===== config.mk =====
export PLATFORM = sky130hd
export DESIGN_NAME = skp_ctrl
export DESIGN_NICKNAME = d
export VERILOG_FILES = /design/src/skp_pkg.sv /design/src/skp_ctrl.sv
export SDC_FILE = /design/constraint.sdc
export NUM_CORES = 1
export LEC_CHECK = 0
export ABC_AREA = 1
export BUFFER_PORTS_ARGS = -buffer_cell sky130_fd_sc_hd__buf_2
export CORE_AREA = 2 2 39 41
export DETAILED_ROUTE_END_ITERATION = 8
export DIE_AREA = 0 0 41 43
export HOLD_SLACK_MARGIN = 0.1
export PLACE_DENSITY = 0.61
export SLEW_MARGIN = 20
export SYNTH_ARGS = -nofsm -noshare
export SYNTH_HDL_FRONTEND = slang
export SYNTH_SLANG_ARGS = --single-unit

===== constraint.sdc =====
create_clock -name clk -period 1.5 [get_ports clk]
set_clock_uncertainty 0.05 [all_clocks]
set_input_delay 0.3 -clock clk [delete_from_list [all_inputs] [get_ports clk]]
set_output_delay 0.3 -clock clk [all_outputs]
set_load 0.01 [all_outputs]

===== src/skp_pkg.sv =====
`timescale 1ns / 1ps

package skp_pkg;

    localparam int DIM_W  = 13;
    localparam int POS_W  = 12;
    localparam int AREA_W = 25;
    localparam int PROD_W = 2 * DIM_W;
    localparam int MAX_DIM = 4096;
    localparam int IN_TDATA_W  = 32;
    localparam int OUT_TDATA_W = 56;
    localparam logic [AREA_W-1:0] AREA_MAX = {AREA_W{1'b1}};

    typedef enum logic [3:0] {
        OP_NONE,
        OP_INIT,
        OP_CAPTURE,
        OP_CLEAR,
        OP_FULL,
        OP_SCAN,
        OP_READ_J,
        OP_SKIP,
        OP_STEP,
        OP_RB_START,
        OP_READ_K,
        OP_EMIT,
        OP_COMMIT,
        OP_LOAD
    } dp_op_t;

    typedef enum logic [3:0] {
        ST_INIT,
        ST_IDLE,
        ST_DECIDE,
        ST_READ_J,
        ST_STEP,
        ST_PICK,
        ST_READ_K,
        ST_EMIT,
        ST_OUT
    } state_t;

    typedef struct packed {
        dp_op_t op;
        logic   rd_k;
    } dp_cmd_t;

    typedef struct packed {
        logic func;
        logic full;
        logic bad;
        logic j_out;
        logic step_end;
        logic i_last;
        logic found;
        logic k_out;
        logic new_pending;
        logic out_busy;
    } dp_status_t;

endpackage


===== src/skp_ctrl.sv =====
`timescale 1ns / 1ps

module skp_ctrl (
    input  logic                clk,
    input  logic                rst_n,
    input  logic                in_valid,
    output logic                in_ready,
    input  skp_pkg::dp_status_t st,
    output skp_pkg::dp_cmd_t    cmd
);
    import skp_pkg::*;

    state_t state_reg;
    state_t state_next;

    always_ff @(posedge clk or negedge rst_n)
    begin
        if (!rst_n)
        begin
            state_reg <= ST_INIT;
        end
        else
        begin
            state_reg <= state_next;
        end
    end

    always_comb
    begin
        state_next = state_reg;
        cmd.op     = OP_NONE;
        cmd.rd_k   = 1'b0;
        in_ready   = 1'b0;
        unique case (state_reg)
            ST_INIT:
            begin
                cmd.op     = OP_INIT;
                state_next = ST_IDLE;
            end
            ST_IDLE:
            begin
                in_ready = 1'b1;
                if (in_valid)
                begin
                    cmd.op     = OP_CAPTURE;
                    state_next = ST_DECIDE;
                end
            end
            ST_DECIDE:
            begin
                if (st.func)
                begin
                    cmd.op     = OP_CLEAR;
                    state_next = ST_OUT;
                end
                else if (st.full)
                begin
                    cmd.op     = OP_FULL;
                    state_next = ST_OUT;
                end
                else if (st.bad)
                begin
                    state_next = ST_OUT;
                end
                else
                begin
                    cmd.op     = OP_SCAN;
                    state_next = ST_READ_J;
                end
            end
            ST_READ_J:
            begin
                if (st.j_out)
                begin
                    cmd.op     = OP_SKIP;
                    state_next = st.i_last ? ST_PICK : ST_READ_J;
                end
                else
                begin
                    cmd.op     = OP_READ_J;
                    state_next = ST_STEP;
                end
            end
            ST_STEP:
            begin
                cmd.op = OP_STEP;
                if (st.step_end && st.i_last)
                begin
                    state_next = ST_PICK;
                end
                else
                begin
                    state_next = ST_READ_J;
                end
            end
            ST_PICK:
            begin
                if (st.found)
                begin
                    cmd.op     = OP_RB_START;
                    state_next = ST_READ_K;
                end
                else
                begin
                    state_next = ST_OUT;
                end
            end
            ST_READ_K:
            begin
                cmd.rd_k = 1'b1;
                if (st.k_out)
                begin
                    cmd.op     = OP_COMMIT;
                    state_next = ST_OUT;
                end
                else
                begin
                    cmd.op     = OP_READ_K;
                    state_next = ST_EMIT;
                end
            end
            ST_EMIT:
            begin
                cmd.rd_k   = 1'b1;
                cmd.op     = OP_EMIT;
                state_next = st.new_pending ? ST_EMIT : ST_READ_K;
            end
            ST_OUT:
            begin
                if (!st.out_busy)
                begin
                    cmd.op     = OP_LOAD;
                    state_next = ST_IDLE;
                end
            end
            default:
            begin
                state_next = ST_INIT;
            end
        endcase
    end

endmodule


Yosys cells after proc, flatten, opt, wreduce, memory -nomap -nowiden
Cells that the tools add are included.

storage, ports and cells
  bits in registers = 4
  bits of input ports = 13
  output and inout port bits = 6

cells by class
  eq/ne operators = 10
  mux-type cells = 23
  reduce and logical (&&, ||, !) cells = 4

operators by type and width
  kind                                                             count
  4-bit one-hot mux with 9 select lines                            2
  4-bit two-way mux                                                9
  3-bit two-way mux                                                7
  4-bit by 3-bit == test with 1-bit output, second input constant  4
  4-bit by 2-bit == test with 1-bit output, second input constant  2
  4-bit by 1-bit == test with 1-bit output, second input constant  1
  4-bit == test, second input constant                             1
  4-bit zero test                                                  1
  1-bit two-way mux                                                4
  2-bit inequality test, second input constant                     2
  2-bit two-way mux                                                1
  2-bit AND reduction                                              1
  2-bit OR reduction                                               1
  1-bit logical AND                                                1

Longest topological paths before layout
  depth in word-level cells = 4
  gate-level depth with buffers = 9
  gate-level depth less buffers = 8

Worst setup path before layout
OpenSTA, ideal clock, no wires.

  kind = register to output
  start = reg state_reg[0]
  end = out cmd[4] in the netlist's numbering
  arrival = 1.105 ns
  slack = 0.045 ns
  cell stages (with the launch flop) = 8
  buffers on the path = 1
  cell sequence = dfrtp_1 > buf_6 > nor2_2 > nand2_2 > nor2_1 > nand2_1 > and2_4 > o21ai_0

RTL lines
  item                      line            text
  start: declaration        skp_ctrl.sv:13  state_t state_reg;
  start signal: assignment  skp_ctrl.sv:24  state_reg <= state_next;
  end: declaration          skp_ctrl.sv:9   output skp_pkg::dp_cmd_t cmd

==> key figures <==
Outcome
  – Run status: finished with violations
  – Violated checks: negative setup slack

Cells and area
  – Most common cell after layout, fill and taps aside: sky130_fd_sc_hd__nand2_1
  – Filler Cells Inserted: about 150
  – Area Overhead vs Synth: 59.6%
  – Number of antenna repair diodes: 0
  – Number of nets in the layout: around 140
  – Fin cells: approximately 140
  – Largest register FFs: 4
  – Top library cells by usage in the layout, fill and taps aside: sky130_fd_sc_hd__nand2_1 (27), sky130_fd_sc_hd__buf_2 (18), sky130_fd_sc_hd__inv_1 (13), sky130_fd_sc_hd__buf_4 (13), sky130_fd_sc_hd__nor2_1 (10)
  – Ratio of cells with drive above 1 in the final layout: 0.471

Timing
  – Achievable Freq: 583 MHz
  – Final max-slew violation count: 0
  – Final Cycle Share: 1.14
  – Unrepaired setup endpoints after global routing: yes
  – Final setup violation count: 4
  – Total count of hold-check failures in the final report: 0
  – Remaining max-slew budget at the tightest pin: 0.825
  – Final-layout worst hold slack: 0.284 ns
  – Min setup slack post-route: -0.216 ns
  – Slew at the pin with the worst max-slew slack: 0.262 ns
  – Minimum clock period: 1.72 ns

Clock tree
  – CTS Buffer Depth: 2
  – Clock input transition at the sequential cells of the worst setup and hold paths: 0.04 ns
  – CTS Buf Count: 3
  – TritonCTS clock tree: yes
  – Clock latency reported for the late side of the worst-skew pair: approximately 0.24 ns
  – Clk sink count: 4
  – Clock Tree Root: sky130_fd_sc_hd__clkbuf_4
  – H-tree depth: 1

Worst setup path
  – Startpoint of the worst-slack reg-to-reg timing path: state_reg[0]
  – Biggest fanout along the worst timing path: 5
  – Critical path launch point: state_reg[1]
  – Type of origin of the critical path: register
  – Path type of the worst setup path: register to output port
  – Worst-case reg-to-reg path depth: 10
  – Element type at the critical path end: output port
  – CP Data Required Time: between 1 and 1.5 ns
  – Data arrival time of the critical path: approximately 1.4 ns

Placement
  – Placement Setup Slack: -0.0265 ns
  – GPL Wtd Cong: approximately 0.82
  – Post-detail-place hpwl: approximately 1100 um
  – Buffers added on ports: 18
  – Total instance count after detailed placement: 130

Die
  – Initial Utilization: 0.343
  – Die area: ~1800 um^2
  – Row count: 14
  – Die outline height: between 40 and 50 um
  – Core region area: ~1400 um^2
  – Die Wd: around 40 um
  – Total I/O pin count: 19

Power
  – Leakage power total: between 0.4 and 0.5 nW
  – Power per cell area: 1920 nW/um^2
  – Maximum vdd ir drop: a little under 0.001 V

Drt
  – Final wirelength: around 1400 um
  – Wirelength per Cell: ~10 um
  – Iteration-0 DRC Markers: 6
  – DR DRC count: 0
  – Number of search-and-repair iterations in the first detailed-routing pass: 4
  – Antenna Nets Post-Route: 0
  – Via total after detailed routing: 645
  – Drt via density: around 4.7

Synthesis
  – Cell area after synthesis: around 470 um^2
  – Count of unique library cells instantiated by Yosys: 15
  – Warnings from Yosys: 0
  – Number of storage elements in the synthesis netlist: 4
  – Gate Count Post-Synth: slightly below 90
  – Mapped Nets: 100
  – Synthesized area per cell: roughly 5.5 um^2
  – Proportion of synthesized chip area in sequential cells: 0.211

Global route
  – Number of global-route vias before repair: approximately 570
  – Number of antenna violations at the first check in global routing: 0
  – Combined global-route utilization of all metal layers: 0.183
  – GRT overflow: 0
  – Largest net degree at the start of global routing: 7
  – Global-route wire length before repair: 2140 um

Min path
  – Hold path startpoint: in_valid
  – Worst min-delay path category: input port to register
  – Hold path cells: 4

Flow run
  – Max Cap Violations: 0
## critical path, cell delays in order (launching register included)
cell and delay [ns]:
sky130_fd_sc_hd__dfrtp_2 0.44, sky130_fd_sc_hd__nor2_4 0.13, sky130_fd_sc_hd__nand2_2 0.07, sky130_fd_sc_hd__nor2_2 0.09, sky130_fd_sc_hd__nand2_1 0.07, sky130_fd_sc_hd__buf_4 0.13
sky130_fd_sc_hd__nand4_1 0.07, sky130_fd_sc_hd__buf_2 0.13
## cell families after synthesis
group / after synthesis / synth area share
AOI/OAI and AO/OA: 9 / 0.119
buffers and inverters: 18 / 0.158
DFF: 4 / 0.211
and+or+nand+nor: 56 / 0.512
## power by group
| part | switching [W] | leakage, nW | total (W) | internal (W) |
|---|---|---|---|---|
| clock network | 0.0000469 | 0.0138 | 0.000137 | 0.0000897 |
| logic | 0.000557 | 0.376 | 0.00106 | 0.000507 |
| registers | 0.0000842 | 0.0462 | 0.000251 | 0.000167 |
## layer usage
metal  global-route usage  routed length (um)
met4                0.120                  23
met1                0.245                 605
met3                    0                  51
met5                    0                   0
met2                0.275                 713
## synth_stat cells
| library cell | instances | area, um^2 |
|---|---|---|
| sky130_fd_sc_hd__a21oi_1 | 2 | 10.0 |
| sky130_fd_sc_hd__and2_4 | 1 | 8.76 |
| sky130_fd_sc_hd__buf_6 | 1 | 11.3 |
| sky130_fd_sc_hd__dfrtp_1 | 4 | 100 |
| sky130_fd_sc_hd__inv_1 | 14 | 52.6 |
| sky130_fd_sc_hd__inv_2 | 3 | 11.3 |
| sky130_fd_sc_hd__nand2_1 | 29 | 109 |
| sky130_fd_sc_hd__nand2_2 | 1 | 6.26 |
| sky130_fd_sc_hd__nand3_1 | 6 | 30.0 |
| sky130_fd_sc_hd__nand4_1 | 3 | 18.8 |
| sky130_fd_sc_hd__nor2_1 | 12 | 45.0 |
| sky130_fd_sc_hd__nor2_2 | 4 | 25.0 |
| sky130_fd_sc_hd__o2111ai_1 | 1 | 8.76 |
| sky130_fd_sc_hd__o211ai_1 | 3 | 22.5 |
| sky130_fd_sc_hd__o21ai_0 | 3 | 15.0 |
## metrics by stage
step | power (W) | cell area (um^2) | utilization | TNS (ns)
global route | 0.00160 | 757 | 0.547 | -1.13
detailed placement | 0.00112 | 648 | 0.468 | -0.0265
finish | 0.00145 | 757 | 0.547 | -0.814
floorplan | 0.000745 | 474 | - | 0
global placement | 0.00113 | 648 | 0.468 | 0
CTS | 0.00132 | 702 | 0.507 | -0.930
## final cells by class
type / count / area [um^2] / area share
tap: 16 / 20.0 / 0.0264
clock buffer: 3 / 22.5 / 0.0298
multi-input combinational: 65 / 348 / 0.460
inverter: 17 / 63.8 / 0.0843
sequential: 4 / 105 / 0.139
timing repair buffer: 32 / 198 / 0.261
## final timing paths
path / endpoint / slack (ns)
max: cmd[3] / -0.22
min: state_reg[0] / 0.28
max reg2reg: state_reg[0] / 0.11
min reg2reg: state_reg[0] / 0.68
max in group asynchronous: state_reg[2] / 0.92
min in group asynchronous: state_reg[0] / 0.35
## what timing repair did
action,4_1_cts,5_1_grt
pin swaps,2,5
hold buffers,1,0
gates resized for setup,4,15
buffers inserted,2,1
setup endpoints to repair,5,6
endpoints found under the hold margin,4,0
(Power assumes the default switching activity.)
